==> config.mk <==
export PLATFORM = sky130hd
export DESIGN_NAME = sba_alpha
export DESIGN_NICKNAME = d
export VERILOG_FILES = /design/src/sv/sba_pkg.sv /design/src/sv/sba_alpha.sv
export SDC_FILE = /design/constraint.sdc
export NUM_CORES = 2
export LEC_CHECK = 0
export ABC_AREA = 1
export BUFFER_PORTS_ARGS = -buffer_cell sky130_fd_sc_hd__buf_2
export CORE_UTILIZATION = 50
export CTS_CLUSTER_SIZE = 8
export DETAILED_ROUTE_END_ITERATION = 8
export GPL_TIMING_DRIVEN = 0
export PLACE_DENSITY = 0.67
export SETUP_SLACK_MARGIN = 0.3
export SLEW_MARGIN = 20
export SYNTH_ARGS = -nofsm -noshare
export SYNTH_HDL_FRONTEND = slang
export SYNTH_SLANG_ARGS = --single-unit
==> constraint.sdc <==
create_clock -name i_clk -period 23.2 [get_ports i_clk]
set_input_delay 4.64 -clock i_clk [delete_from_list [all_inputs] [get_ports i_clk]]
set_output_delay 4.64 -clock i_clk [all_outputs]
set_load 0.01 [all_outputs]
==> src/sv/sba_pkg.sv <==
// ----------------------------------------------------------------------------
// sba_pkg - shared constants of the screen blend compositor
// Stage numbering of the pixel pipeline and configuration register indexes.
// ----------------------------------------------------------------------------
package sba_pkg;

    // Pipeline stage numbers, counted from the input register
    localparam int ST_IN   = 0;  // input word registered
    localparam int ST_MUL  = 1;  // first products
    localparam int ST_CA0  = 2;  // alpha times opacity, rounded
    localparam int ST_MSK  = 3;  // mask product
    localparam int ST_CA   = 4;  // composite alpha
    localparam int ST_NAM  = 5;  // (1 - base alpha) * composite alpha
    localparam int ST_NA   = 6;  // new alpha
    localparam int ST_DIV  = 7;  // dividend loaded into the divider
    localparam int ST_DIV0 = 8;  // first quotient bit stage

    // Stages besides the one-bit-per-stage divider, output register included
    localparam int EXTRA_STAGES = 9;

    localparam int CFG_IDX_BITS = 1;

    typedef enum logic [CFG_IDX_BITS-1:0] {
        CFG_OPACITY = 1'b0,
        CFG_MASK_EN = 1'b1
    } t_cfg_reg;

endpackage

==> src/sv/sba_alpha.sv <==
// ----------------------------------------------------------------------------
// sba_alpha - composite and new alpha pipeline
// Computes the composite alpha (min alpha * opacity, optionally * mask) and
// the new alpha over six register stages.
// ----------------------------------------------------------------------------
module sba_alpha #(
    parameter int CHANNEL_BITS = 16
) (
    input  logic                                i_clk,
    input  logic [sba_pkg::ST_NA:sba_pkg::ST_MUL] i_en,
    input  logic [CHANNEL_BITS-1:0]             i_opacity,
    input  logic                                i_mask_en,
    input  logic [CHANNEL_BITS-1:0]             i_base_alpha,
    input  logic [CHANNEL_BITS-1:0]             i_layer_alpha,
    input  logic [CHANNEL_BITS-1:0]             i_mask,
    output logic [CHANNEL_BITS-1:0]             o_ca,
    output logic [CHANNEL_BITS-1:0]             o_na,
    output logic [CHANNEL_BITS-1:0]             o_ca_na
);

    import sba_pkg::*;

    localparam int N = CHANNEL_BITS;
    localparam int P = 2 * CHANNEL_BITS;
    localparam logic [N-1:0] ONE  = {N{1'b1}};
    localparam logic [N-1:0] HALF = {1'b0, {(N-1){1'b1}}};

    // rounded p / ONE, exact: p = hi*ONE + (hi + lo)
    function automatic logic [N-1:0] f_div_one(input logic [P-1:0] p);
        logic [P-1:0] s;
        logic [N:0]   u;
        logic [N-1:0] q;
        s = p + P'(HALF);
        u = {1'b0, s[P-1:N]} + {1'b0, s[N-1:0]};
        if (u >= {ONE, 1'b0}) begin
            q = s[P-1:N] + N'(2);
        end else if (u >= {1'b0, ONE}) begin
            q = s[P-1:N] + N'(1);
        end else begin
            q = s[P-1:N];
        end
        return q;
    endfunction

    logic [N-1:0] min_alpha;
    logic [P-1:0] r_m1;
    logic [N-1:0] r_ab1, r_ab2, r_ab3, r_ab4, r_ab5;
    logic [N-1:0] r_mask1, r_mask2;
    logic [N-1:0] r_ca0, r_ca3, r_ca, r_ca5, r_ca6;
    logic [P-1:0] r_m2, r_m3;
    logic [N-1:0] r_na;

    assign min_alpha = (i_base_alpha < i_layer_alpha) ? i_base_alpha : i_layer_alpha;

    always_ff @(posedge i_clk) begin
        if (i_en[ST_MUL]) begin
            r_m1    <= P'(min_alpha) * P'(i_opacity);
            r_ab1   <= i_base_alpha;
            r_mask1 <= i_mask;
        end
        if (i_en[ST_CA0]) begin
            r_ca0   <= f_div_one(r_m1);
            r_ab2   <= r_ab1;
            r_mask2 <= r_mask1;
        end
        if (i_en[ST_MSK]) begin
            r_m2  <= P'(r_ca0) * P'(r_mask2);
            r_ca3 <= r_ca0;
            r_ab3 <= r_ab2;
        end
        if (i_en[ST_CA]) begin
            r_ca  <= i_mask_en ? f_div_one(r_m2) : r_ca3;
            r_ab4 <= r_ab3;
        end
        if (i_en[ST_NAM]) begin
            r_m3  <= P'(ONE - r_ab4) * P'(r_ca);
            r_ca5 <= r_ca;
            r_ab5 <= r_ab4;
        end
        if (i_en[ST_NA]) begin
            // never exceeds ONE: the product term is at most ONE - base alpha
            r_na  <= r_ab5 + f_div_one(r_m3);
            r_ca6 <= r_ca5;
        end
    end

    assign o_ca    = r_ca;
    assign o_na    = r_na;
    assign o_ca_na = r_ca6;

endmodule

# Word level (Yosys, flattened, before mapping)
# Index checks and enable logic that the tools add are counted.
# word_totals
register_bits	304
inputBits	72
output_inout_bits	48
word_cells	49
# op_classes
addsub	14
mul	3
magnitude_cmp	7
muxes	9
# ops
op	n
16-bit 2-to-1 mux	9
32-bit by 15-bit adder with 32-bit output, second input constant	3
16-bit by 16-bit multiplier with 32-bit output	2
16-bit by 16-bit adder with 17-bit output	3
17-bit by 16-bit greater-or-equal comparator with 1-bit output, second input constant	3
17-bit greater-or-equal comparator, second input constant	3
16-bit by 1-bit adder with 16-bit output, second input constant	3
16-bit by 2-bit adder with 16-bit output, second input constant	3
17-bit by 17-bit multiplier with 32-bit output	1
16-bit by 16-bit subtractor with 17-bit output, first input constant	1
16-bit adder	1
16-bit less-than comparator	1

# Longest topological paths before layout
# depth
depth_word	7
mapped_depth	44
ltp_nobuf	44

# Worst setup path after synthesis
# Ideal clock, no wire load.
# synth_path
path_type	in2reg
from	in i_layer_alpha[11]
to	reg r_m1[30] (data pin)
setup_ps	268
t_arrival_ps	10848
required_ps	22932
path_slack_ps	12084
cell_stages	31
n_path_buf	2
cell_sequence	inv_1 > ha_1 > a21oi_1 > o21ai_0 > a2111oi_0 > nand2_1 > clkbuf_1 > or2_2 > clkbuf_1 > nand2_2 > nor2_1 > fa_1 > inv_1 > fa_1 > inv_1 > fa_1 > fa_1 > fa_1 > inv_1 > fa_1 > inv_1 > ha_1 > a21oi_1 > o21ai_0 > o21bai_1 > nand2_1 > nand3_1 > nand3_1 > nand2_1 > a211oi_1 > xor2_1
# synth_between
elab_chain_cells	3
# synth_rtl
element	line_no	source
start, declared	sba_alpha.sv:14	input logic [CHANNEL_BITS-1:0] i_layer_alpha,
16-bit less-than comparator	sba_alpha.sv:53	assign min_alpha = (i_base_alpha < i_layer_alpha) ? i_base_alpha : i_layer_alpha;
16-bit 2-to-1 mux (*)	sba_alpha.sv:53	
16-bit by 16-bit multiplier with 32-bit output (*)	sba_alpha.sv:57	r_m1 <= P'(min_alpha) * P'(i_opacity);
end signal, assigned	sba_alpha.sv:57	
end, declared	sba_alpha.sv:46	logic [P-1:0] r_m1;
# Every way passes the cells marked *; elsewhere a longest branch is shown, timed or not.
# A chain may end at the register's enable or synchronous reset.

# Final worst setup path
# layout_path
from	in i_base_alpha[11]
to	reg r_m1[28] (data pin)
# layout_between
elab_chain_cells	3
# layout_rtl
element	line_no	source
start, declared	sba_alpha.sv:13	input logic [CHANNEL_BITS-1:0] i_base_alpha,
16-bit less-than comparator	sba_alpha.sv:53	
16-bit 2-to-1 mux (*)	sba_alpha.sv:53	
16-bit by 16-bit multiplier with 32-bit output (*)	sba_alpha.sv:57	
# Marked as above.

==> run summary <==
Die area: 91400 um2
ANT cells: 0
Tot GR Track Use: 26.6%
Synth area leaders: fa_1, edfxtp_1, ha_1
Worst-margin pin slew: 1040 ps
H-Tree Depth: 2
RSZ-0062 raised after global routing: false
Final cycle utilization of the critical path: 50.0%
Post-CTS Repair Setup Buffers: 0
Most frequent cell after synthesis: nand2_1
WL/cell: 17.2 um
Final setup violation count: 0
Max-Cap Viols: 0
CP required: 23530 ps
XOR/XNOR Fraction of Synth Area: 4.28%
Synth Area in Simple Gates: 22.8%
Mux cell area share after synthesis: 0%
Routed via count: 36500
Min Hold Slack: 398 ps
Crit start category: input pin
Clock-pin slew on the worst setup and hold paths: 50 ps
Compound-Gate Fraction of Synth Area: 3.96%
Initial antenna violation count: 0
CP Data Arrival Time: 11930 ps
Yosys reg bits: 304
Part of the Yosys area used for sequential elements: 20.2%
Site row count: 109
Library cells used by synthesis: 60
Adder-Cell Fraction of Synth Area: 37.4%
First-pass GRT wire length: 190000 um
Core Region: 88800 um2
WL final: 118000 um
Largest family of logic cells by synthesized area: adder cells
Ys flop type: edfxtp_1
Synth top cells by count: nand2_1, inv_1, fa_1
Status: complete, no violations
Hold Vio Cnt, Final: 0
Mean Syn Cell Area: 8.12 um2
Post-Route Setup TNS: 0 ps
Die H: 302 um
Vias in the first global route: 36100
Hpwl dp: 97900 um
Hold Crit Class: reg2reg
Ys async rst share: 0%
Starting Density: 50.8%
Synth Net Count: 6623
IO Port Bufs: 117
Post-CTS Resized: 0
I/O Pins: 120
Crit path kind: in2reg
Fin util: 54.6%
Clock Sink Count: 304
Hold_buf cts: 0
Grt ovf: 0
Fmax: 86.2 MHz
Initial DRC count: 2864
Layout area overhead: 7.47%
Final Skew: 49.5 ps
Gate Count Post-Synth: 5555
Critical path fanouts, max: 10
CP Capture Type: flop
GP Congestion: 0.962
Clk Latency, worst-skew pair: 630 ps
Vias/cell: 5.29
Layout cells sized above 1: 6.49%
Die X: 302 um
Final-report max-slew violation count: 0
Share of the synthesized area in the top cell type: 26.1%
Final min period: 11600 ps
Syn. warnings: 0
CTS Buffer Depth: 3
Pre-antenna DRT Iters: 7
CTS Root Cell: clkbuf_16
Yosys top cell by area: fa_1
Slew margin rel.: 30.2%
R2r setup slk: 15850 ps
Drt drc: 0
Routed Antenna Nets: 0
Post-layout nets: 6790
CTS tree: done
Post-synth EDFFs: 304
Mapped cell area: 45100 um2
Largest net degree at the start of global routing: 65
CTS Buf Count: 47
## state kept, by name, summed over array words and instances (netlist names)
name and flops:
r_m1 32, r_m2 32, r_m3 32, o_ca 16, o_ca_na 16, o_na 16
r_ab1 16, r_ab2 16, r_ab3 16, r_ab4 16, r_ab5 16, r_ca0 16
r_ca3 16, r_ca5 16, r_mask1 16, r_mask2 16
## cell usage in the layout, fill, tap and decap left out, types with 6 or more instances in the layout
cell and instances:
xnor2_1 63, clkbuf_1 126, edfxtp_1 304, nand2_2 39, o21ai_0 70, a21oi_2 9
inv_1 1159, inv_2 24, nand3b_1 18, nor2_1 477, a31oi_1 6, nor2_2 33
buf_2 130, a21oi_1 148, o21ai_1 11, fa_1 587, a21o_1 18, nand3_1 350
o21bai_1 13, and2_1 7, or2_2 17, nor4_1 8, nor3_1 33, nand3_2 9
clkinv_1 15, nor2_4 14, clkbuf_16 47, nand4_1 50, nand2_1 1301, nand2_4 9
ha_1 409, xor2_1 150
## metal layers
metal  routed length [um]  vias to the layer above  track usage, %  share of wire [%]
met1                51000                    17500            36.8                 43
met2                54300                     1397            43.0                 46
met4                 3720                        0            8.95                3.1
li1                     -                    17400               -                  -
met3                 9390                      215            3.71                7.9
met5                    0                        -               0                  0
## cell families (layout without fill, tap and decap cells)
logic type                 Yosys count  after routing
and+or+nand+nor                   2387           2387
buffers and inverters             1340           1521
adders and majority gates          996            996
AOI/OAI and AO/OA                  311            311
DFF                                304            304
xor gates and xnor gates           217            217
## layout make-up
| type | count | area, um2 |
|---|---|---|
| timing repair buffer | 118 | 616 |
| sequential | 304 | 9130 |
| clock buffer | 50 | 1190 |
| inverter | 1194 | 4480 |
| tap | 1165 | 1460 |
| fill | 8361 | 40300 |
| buffer | 146 | 596 |
| clock inverter | 13 | 106 |
| multi-input combinational | 3911 | 30900 |
## worst max-delay path, cell delays in order
cell       delay (ps)
buf_2             130
ha_1              320
a21oi_1           150
o21ai_0            90
a2111oi_0         380
nand2_1           180
clkbuf_1          240
nand2_1           270
clkbuf_1          460
nand3_1           190
fa_1              560
fa_1              540
fa_1              550
inv_1              70
fa_1              490
fa_1              490
inv_1              50
fa_1              470
inv_1              40
ha_1              370
nand4_1           150
nor3_1            320
nand3_1           130
nand3_1           160
nand3_1            80
nand2_1           130
a31oi_1           110
xor2_1            160
## stage by stage
step / instance area (um2) / setup WS (ps) / instances
after floorplan: 45100 / 12080 / 5555
after global placement: 47100 / 11100 / 6837
after detailed placement: 47200 / 11080 / 6838
after CTS: 48500 / 11700 / 6901
after global routing: 48500 / 11210 / 6901
final: 48500 / 11600 / 6901
## final timing paths
path / from / endpoint / depth (start not counted)
hold / removal: r_ab3[10] / r_ab4[10] / 0
hold reg to reg: r_ab3[10] / r_ab4[10] / 0
setup reg to reg: r_ca0[7] / r_m2[29] / 26
setup / recovery: i_base_alpha[11] / r_m1[28] / 28
Power is left out: the tool's default activity adds up to more than one toggle a clock period on the data nets, which glitch-free logic cannot reach.
