--- config.mk ---
export PLATFORM = sky130hd
export DESIGN_NAME = sba_chan
export DESIGN_NICKNAME = d
export VERILOG_FILES = /design/src/sv/sba_pkg.sv /design/src/sv/sba_div_stage.sv /design/src/sv/sba_chan.sv
export SDC_FILE = /design/constraint.sdc
export NUM_CORES = 2
export LEC_CHECK = 0
export BUFFER_PORTS_ARGS = -buffer_cell sky130_fd_sc_hd__buf_2
export CORE_ASPECT_RATIO = 0.7
export CORE_UTILIZATION = 30
export CTS_CLUSTER_DIAMETER = 100
export DETAILED_ROUTE_END_ITERATION = 16
export SLEW_MARGIN = 20
export SYNTH_ARGS = -nofsm -noshare
export SYNTH_HDL_FRONTEND = slang
export SYNTH_SLANG_ARGS = --single-unit
--- constraint.sdc ---
create_clock -name i_clk -period 15.9 [get_ports i_clk]
set_input_delay 0.795 -clock i_clk [delete_from_list [all_inputs] [get_ports i_clk]]
set_output_delay 0.795 -clock i_clk [all_outputs]
set_load 0.05 [all_outputs]
--- src/sv/sba_pkg.sv ---
// ----------------------------------------------------------------------------
// sba_pkg - shared constants of the screen blend compositor
// Stage numbering of the pixel pipeline and configuration register indexes.
// ----------------------------------------------------------------------------
package sba_pkg;

    // Pipeline stage numbers, counted from the input register
    localparam int ST_IN   = 0;  // input word registered
    localparam int ST_MUL  = 1;  // first products
    localparam int ST_CA0  = 2;  // alpha times opacity, rounded
    localparam int ST_MSK  = 3;  // mask product
    localparam int ST_CA   = 4;  // composite alpha
    localparam int ST_NAM  = 5;  // (1 - base alpha) * composite alpha
    localparam int ST_NA   = 6;  // new alpha
    localparam int ST_DIV  = 7;  // dividend loaded into the divider
    localparam int ST_DIV0 = 8;  // first quotient bit stage

    // Stages besides the one-bit-per-stage divider, output register included
    localparam int EXTRA_STAGES = 9;

    localparam int CFG_IDX_BITS = 1;

    typedef enum logic [CFG_IDX_BITS-1:0] {
        CFG_OPACITY = 1'b0,
        CFG_MASK_EN = 1'b1
    } t_cfg_reg;

endpackage

--- src/sv/sba_div_stage.sv ---
// ----------------------------------------------------------------------------
// sba_div_stage - one restoring division step
// Shifts one dividend bit into the partial remainder, subtracts the divisor
// when it fits and shifts the quotient bit in. Registered.
// ----------------------------------------------------------------------------
module sba_div_stage #(
    parameter int CHANNEL_BITS = 16
) (
    input  logic                    i_clk,
    input  logic                    i_en,
    input  logic [CHANNEL_BITS-1:0] i_rem,
    input  logic [CHANNEL_BITS-1:0] i_dq,
    input  logic [CHANNEL_BITS-1:0] i_den,
    output logic [CHANNEL_BITS-1:0] o_rem,
    output logic [CHANNEL_BITS-1:0] o_dq
);

    localparam int N = CHANNEL_BITS;

    logic [N:0]   trial;
    logic [N:0]   diff;
    logic         fits;
    logic [N-1:0] n_rem;
    logic [N-1:0] n_dq;
    logic [N-1:0] r_rem;
    logic [N-1:0] r_dq;

    always_comb begin
        trial = {i_rem, i_dq[N-1]};
        diff  = trial - {1'b0, i_den};
        fits  = (trial >= {1'b0, i_den});
        n_rem = fits ? diff[N-1:0] : trial[N-1:0];
        n_dq  = {i_dq[N-2:0], fits};
    end

    always_ff @(posedge i_clk) begin
        if (i_en) begin
            r_rem <= n_rem;
            r_dq  <= n_dq;
        end
    end

    assign o_rem = r_rem;
    assign o_dq  = r_dq;

endmodule

--- src/sv/sba_chan.sv ---
// ----------------------------------------------------------------------------
// sba_chan - one colour channel of the screen blend
// Screen value, difference to base, scaling by composite alpha, division by
// the new alpha one quotient bit per stage, then add, saturate and select.
// ----------------------------------------------------------------------------
module sba_chan #(
    parameter int CHANNEL_BITS = 16,
    parameter int STAGES       = CHANNEL_BITS + 9
) (
    input  logic                                            i_clk,
    input  logic [STAGES-1:1]                               i_en,
    input  logic [CHANNEL_BITS-1:0]                         i_base,
    input  logic [CHANNEL_BITS-1:0]                         i_layer,
    input  logic [CHANNEL_BITS-1:0]                         i_ca,
    input  logic [STAGES-3:sba_pkg::ST_NA][CHANNEL_BITS-1:0] i_na_pipe,
    input  logic                                            i_pass,
    output logic [CHANNEL_BITS-1:0]                         o_out
);

    import sba_pkg::*;

    localparam int N = CHANNEL_BITS;
    localparam int P = 2 * CHANNEL_BITS;
    localparam int L = STAGES;
    localparam logic [N-1:0] ONE  = {N{1'b1}};
    localparam logic [N-1:0] HALF = {1'b0, {(N-1){1'b1}}};

    function automatic logic [N-1:0] f_div_one(input logic [P-1:0] p);
        logic [P-1:0] s;
        logic [N:0]   u;
        logic [N-1:0] q;
        s = p + P'(HALF);
        u = {1'b0, s[P-1:N]} + {1'b0, s[N-1:0]};
        if (u >= {ONE, 1'b0}) begin
            q = s[P-1:N] + N'(2);
        end else if (u >= {1'b0, ONE}) begin
            q = s[P-1:N] + N'(1);
        end else begin
            q = s[P-1:N];
        end
        return q;
    endfunction

    logic [N-1:0] r_a [1:L-2];
    logic [P-1:0] r_p;
    logic [N-1:0] r_scr;
    logic [N-1:0] r_diff, r_diff4;
    logic [P-1:0] r_prod, r_prod6;
    logic [P-1:0] r_dvd;
    logic [N-1:0] r_out;
    logic [N-1:0] dv_rem [0:N-1];
    logic [N-1:0] dv_dq  [0:N];
    logic [N:0]   sum;

    // base value travels beside the item
    for (genvar k = 1; k <= L - 2; k++) begin : g_base
        if (k == 1) begin : g_first
            always_ff @(posedge i_clk) begin
                if (i_en[k]) begin
                    r_a[k] <= i_base;
                end
            end
        end else begin : g_next
            always_ff @(posedge i_clk) begin
                if (i_en[k]) begin
                    r_a[k] <= r_a[k-1];
                end
            end
        end
    end

    always_ff @(posedge i_clk) begin
        if (i_en[ST_MUL]) begin
            r_p <= P'(ONE - i_base) * P'(ONE - i_layer);
        end
        if (i_en[ST_CA0]) begin
            r_scr <= ONE - f_div_one(r_p);
        end
        if (i_en[ST_MSK]) begin
            r_diff <= (r_scr >= r_a[ST_CA0]) ? (r_scr - r_a[ST_CA0]) : '0;
        end
        if (i_en[ST_CA]) begin
            r_diff4 <= r_diff;
        end
        if (i_en[ST_NAM]) begin
            r_prod <= P'(r_diff4) * P'(i_ca);
        end
        if (i_en[ST_NA]) begin
            r_prod6 <= r_prod;
        end
        if (i_en[ST_DIV]) begin
            // add half the divisor so the quotient rounds, half up
            r_dvd <= r_prod6 + P'(i_na_pipe[ST_NA] >> 1);
        end
    end

    assign dv_rem[0] = r_dvd[P-1:N];
    assign dv_dq[0]  = r_dvd[N-1:0];

    for (genvar j = 0; j < N; j++) begin : g_div
        if (j < N - 1) begin : g_mid
            sba_div_stage #(.CHANNEL_BITS(N)) u_step (
                .i_clk (i_clk),
                .i_en  (i_en[ST_DIV0 + j]),
                .i_rem (dv_rem[j]),
                .i_dq  (dv_dq[j]),
                .i_den (i_na_pipe[ST_DIV + j]),
                .o_rem (dv_rem[j+1]),
                .o_dq  (dv_dq[j+1])
            );
        end else begin : g_last
            sba_div_stage #(.CHANNEL_BITS(N)) u_step (
                .i_clk (i_clk),
                .i_en  (i_en[ST_DIV0 + j]),
                .i_rem (dv_rem[j]),
                .i_dq  (dv_dq[j]),
                .i_den (i_na_pipe[ST_DIV + j]),
                .o_rem (),
                .o_dq  (dv_dq[j+1])
            );
        end
    end

    assign sum = {1'b0, r_a[L-2]} + {1'b0, dv_dq[N]};

    always_ff @(posedge i_clk) begin
        if (i_en[L-1]) begin
            priority if (i_pass) begin
                r_out <= r_a[L-2];
            end else if (sum[N]) begin
                r_out <= ONE;
            end else begin
                r_out <= sum[N-1:0];
            end
        end
    end

    assign o_out = r_out;

endmodule
Word-level counts from Yosys, hierarchy flattened
Memories as Yosys holds them, arrays and structs flattened.
Cells that the tools add are included.
Operators by class
  add/sub/neg operators: 25
  multipliers: 2
  order comparisons: 19
  muxes and demuxes: 66
Operators with widths (number)
  $mux 16: 20
  $ge 17x16->1: 16
  $sub 16x16->16: 16
  $mux 1: 46
  $add 16x16->17: 2
  $sub 16x16->17 const A: 2
  $add 32x15->32: 1
  $add 32x15->32 const B: 1
  $mul 16x16->32: 1
  $mul 17x17->32: 1
  $ge 17x16->1 const B: 1
  $ge 17x17->1 const B: 1
  $add 16x1->16 const B: 1
  $add 16x2->16 const B: 1
  $ge 16x16->1: 1
  $sub 16x16->16 const A: 1
Word-level totals
  register bits after elaboration: 688
  RAM bits: 368
  bits of input ports: 346
  output and inout bits: 16
  memories kept: 1
Memory list
  r_a: depth 23, width 16, read ports 23, clocked after memory_dff 0, write ports 23, line sba_chan.sv:44  | logic [N-1:0] r_a [1:L-2];

Longest topological paths before layout
  depth after elaboration: 7
  mapped depth: 26

Cells and area by module
Synthesis repeated with hierarchy kept, for this count alone.
Unflattened totals
  cell total of the unflattened synthesis: 6304
  area total of the unflattened synthesis: 73370.4 um^2
By module, submodules not included
  sba_chan: times used 1, cells each 3264, area each 38797.2 um^2, seq. area each 16816.1 um^2
  sba_div_stage: times used 16, cells each 190, area each 2160.8 um^2, seq. area each 960.9 um^2

Least setup slack after synthesis
No wires, ideal clock.
  path kind: input to register
  start: in i_layer[2]
  end: reg r_p[31] (data pin)
  setup time: 0.259 ns
  arrival: 6.813 ns
  required time: 15.641 ns
  path slack: 8.827 ns
  stages: 23
  cells stage by stage: clkbuf_1 or2_2 fa_1 fa_1 fa_1 inv_1 fa_1 fa_1 inv_1 fa_1 inv_1 ha_1 a21o_1 a21oi_1 o21bai_1 a2111oi_0 o31a_1 o21ai_0 o41a_1 a41o_1 nor4_1 a21oi_1 xnor2_1
Between the ends
  cells in the longest elaborated chain, start to end: 2
RTL lines
  from (decl): line sba_chan.sv:13  | input logic [CHANNEL_BITS-1:0] i_layer,
  $sub 16x16->17: line sba_chan.sv:74  | r_p <= P'(ONE - i_base) * P'(ONE - i_layer);
  $mul 17x17->32: line sba_chan.sv:74
  to (signal assigned): line sba_chan.sv:74
  to (decl): line sba_chan.sv:45  | logic [P-1:0] r_p;
Every way passes these cells.
A chain may end at the register's enable or synchronous reset.

Worst setup path after layout
  start: reg r_diff4[8]
  end: reg r_prod[31] (data pin)
Between the ends
  cells in the longest elaborated chain, start to end: 1
RTL lines
  from (decl): line sba_chan.sv:47  | logic [N-1:0] r_diff, r_diff4;
  from (signal assigned): line sba_chan.sv:83  | r_diff4 <= r_diff;
  $mul 16x16->32: line sba_chan.sv:86  | r_prod <= P'(r_diff4) * P'(i_ca);
  to (signal assigned): line sba_chan.sv:86
  to (decl): line sba_chan.sv:48  | logic [P-1:0] r_prod, r_prod6;
Every way passes these cells.

==> metrics.cfg <==
[die]
io-pin-count=362
die_w_um=570.4
coreArea_um2=223900
die_h_um=399.9
die_area_um2=228100
start_util_pct=30.30
rows=145

[finish]
final_cells=9287
syn_to_final_growth_pct=13.00
final_area_um2=76660
drive_gt1_share_pct=14.43
nFillCells=22160
nets=7470

[synthesis]
synth_area_um2=67840
syn_nets=7091
synthArstFlopShare_pct=0
synthesis.instances=5798
ys_types=84
synth_top_cells_by_count=1056 x edfxtp_1, 935 x inv_1, 540 x ha_1
ys_seq_area_share_pct=46.74
avgSynthCellArea_um2=11.70
synth_edf_count=1056
synth_top_cell_by_area=edfxtp_1
ys_ff_latch=1056
yosysTopAreaCellShare_pct=46.74
synth_most_common_cell=edfxtp_1
ys_warn_count=0
synthFlopType=edfxtp_1
synth.area.top_cells=edfxtp_1 47%, fa_1 12%, ha_1 10%

[critical_path]
cpMostUsedCell=fa_1
path_cells=nand2_1, fa_1, fa_1, fa_1, fa_1, inv_1, fa_1, inv_1, fa_1, inv_1, ha_1, a21o_1, a21oi_1, o2bb2ai_1, a21o_1, o2111a_1, o311ai_1, a21boi_0, o31ai_1, o211ai_1, a31oi_1, xnor2_1
worst-path-buf-inv=3
crit_path_end_kind=flop
cp.required_ns=16.35
slowest_delay_ns=0.87
arrival_ns=8.05
cpMaxStageDelayCell=edfxtp_1
critPathMaxFanout=16
worstSetupStartpointType=flop
criticalPathCategory=reg -> reg
path_delay_family=adder cells

[power]
leakage_nw=32.12
peakVddDrop_uv=305.0
power_density_nw_per_um2=220.0

[route]
num_vias=42920
dr.pass1.iters=5
drt-initial-drc-count=2618
drc_errors=0
routedWlPerCell_um=16.47
ant_nets=0
wirelength_mm=153.0
vias_per_cell=4.622

[status]
outcome=finished, final reports clean

[timing]
hold_viol_final=0
fin_tns_setup_ns=0
period_share_pct=47.82
post-route-min-period_ns=7.604
rsz0062_at_grt=false
timing.fmax_mhz=131.5
worst_pin_slew_ns=1.022
setup_viol=0
final_max_slew_viol_count=0
relSlewSlack_pct=31.90
skew_ns=0.02181

[clocking]
cts_resized=0
clkSinkCount=1056
cts_setup_buffers=0
clkSlewWorstSetupHoldPaths_ns=0.06
cts_htree_levels=3
cts_hold_buf=0
clockBufferDepth=3
cts_tree=done
cts_buffers=107
root_buffer=clkbuf_16
worstSkewPairLatency_ns=0.70

[grt]
grt-ovfl-total=0
grt_usage_pct=13.25
grt_pass1_wl_mm=237.9
grt_pass1_vias=43000
grt_max_degree=49
antenna_found_initial=26

[place]
numPortBuffers=360
place_inst=9080
place_congestion=0.8696
hpwl_mm=118.9
place_area_um2=73140

[job]
maxCapViolations=0

[hold_path]
hp-class=reg -> reg

registers in the layout, summed over array words and instances (netlist names):
| name | flops |
|---|---|
| r_prod6 | 32 |
| r_p | 32 |
| g_div.g_mid.u_step.o_rem | 240 |
| r_scr | 16 |
| r_diff4 | 16 |
| r_prod | 32 |
| o_out | 16 |
| g_div.g_last.u_step.o_dq | 16 |
| g_div.g_mid.u_step.o_dq | 240 |
| r_a | 368 |
| r_diff | 16 |
| r_dvd | 32 |
placed cells by master, fill, tap and decap left out, types with 48 or more instances in the layout:
cell type,synthesis,routed
xnor2_1,185,185
a21oi_1,149,149
a21boi_0,57,57
mux2i_1,48,48
nand4_1,85,85
clkbuf_16,0,108
nor2_1,417,417
inv_1,935,935
ha_1,540,540
nand2_1,328,328
xor2_1,57,57
fa_1,407,407
buf_2,8,358
edfxtp_1,1056,1056
or3_1,55,55
o21ai_0,175,175
and2_1,138,138
o21a_1,61,61
or2_2,138,138
mux2_2,191,191
nor3_1,129,129
nor2b_1,105,105
where the power goes:
| group | switching, mW | internal, mW | leakage (nW) |
|---|---|---|---|
| clock | 1.08 | 1.40 | 1.69 |
| combinational | 5.35 | 4.37 | 20.1 |
| sequential | 0.370 | 4.29 | 10.3 |
| total | 6.80 | 10.1 | 32.1 |
final timing paths:
path	slack, ns	startpoint	endpoint	cells past startpoint
max reg2reg	8.30	r_diff4[8]$_DFFE_PP_	r_prod[31]$_DFFE_PP_	22
min	0.40	r_a[0][287]$_DFFE_PP_	r_a[0][303]$_DFFE_PP_	0
max	8.30	r_diff4[8]$_DFFE_PP_	r_prod[31]$_DFFE_PP_	22
min reg2reg	0.40	r_a[0][287]$_DFFE_PP_	r_a[0][303]$_DFFE_PP_	0
routing by layer:
| metal | vias to the layer above | track usage [%] | wire length [um] |
|---|---|---|---|
| li1 | 20780 | - | - |
| met1 | 21020 | 18.17 | 71400 |
| met2 | 879 | 21.77 | 70940 |
| met3 | 226 | 2.072 | 7012 |
| met4 | 14 | 3.456 | 3538 |
| met5 | - | 0 | 90 |
stage by stage:
step                      hold WS, ns  utilization (%)  power [mW]  worst slack, ns
after floorplan                0.4003                -       12.18            8.827
after global routing           0.3579            34.24       18.47            7.843
after global placement         0.4007            32.67       14.33            8.098
final                          0.4027            34.24       16.87            8.296
after detailed placement       0.4045            32.67       14.43            8.065
after CTS                      0.3346            34.22       17.05            8.279
kinds of logic (layout without fill, tap and decap cells):
| group | count (synthesis) | count (layout) | share of synthesized area, % |
|---|---|---|---|
| AND/OR/NAND/NOR | 1544 | 1544 | 11.31 |
| flip-flops | 1056 | 1056 | 46.74 |
| other | 0 | 8 | 0 |
| XOR/XNOR | 243 | 243 | 3.161 |
| buffers and inverters | 1046 | 1514 | 5.824 |
| multiplexers | 239 | 239 | 3.879 |
| adder cells (fa/ha/maj) | 947 | 947 | 21.97 |
| AO/OA/AOI/OAI | 723 | 723 | 7.110 |
cell type report:
| type | instances | area, um^2 | share of cell area, % |
|---|---|---|---|
| inverters | 935 | 3510 | 4.578 |
| repair buffers | 381 | 1968 | 2.567 |
| diodes | 8 | 20.02 | 0.02612 |
| multi-input cells | 3696 | 32200 | 42.00 |
| clock inverters | 71 | 706.9 | 0.9222 |
| clock buffers | 127 | 2774 | 3.619 |
| well taps | 3013 | 3770 | 4.918 |
| flip-flops and latches | 1056 | 31710 | 41.37 |
Power figures use the tool's default switching activity.
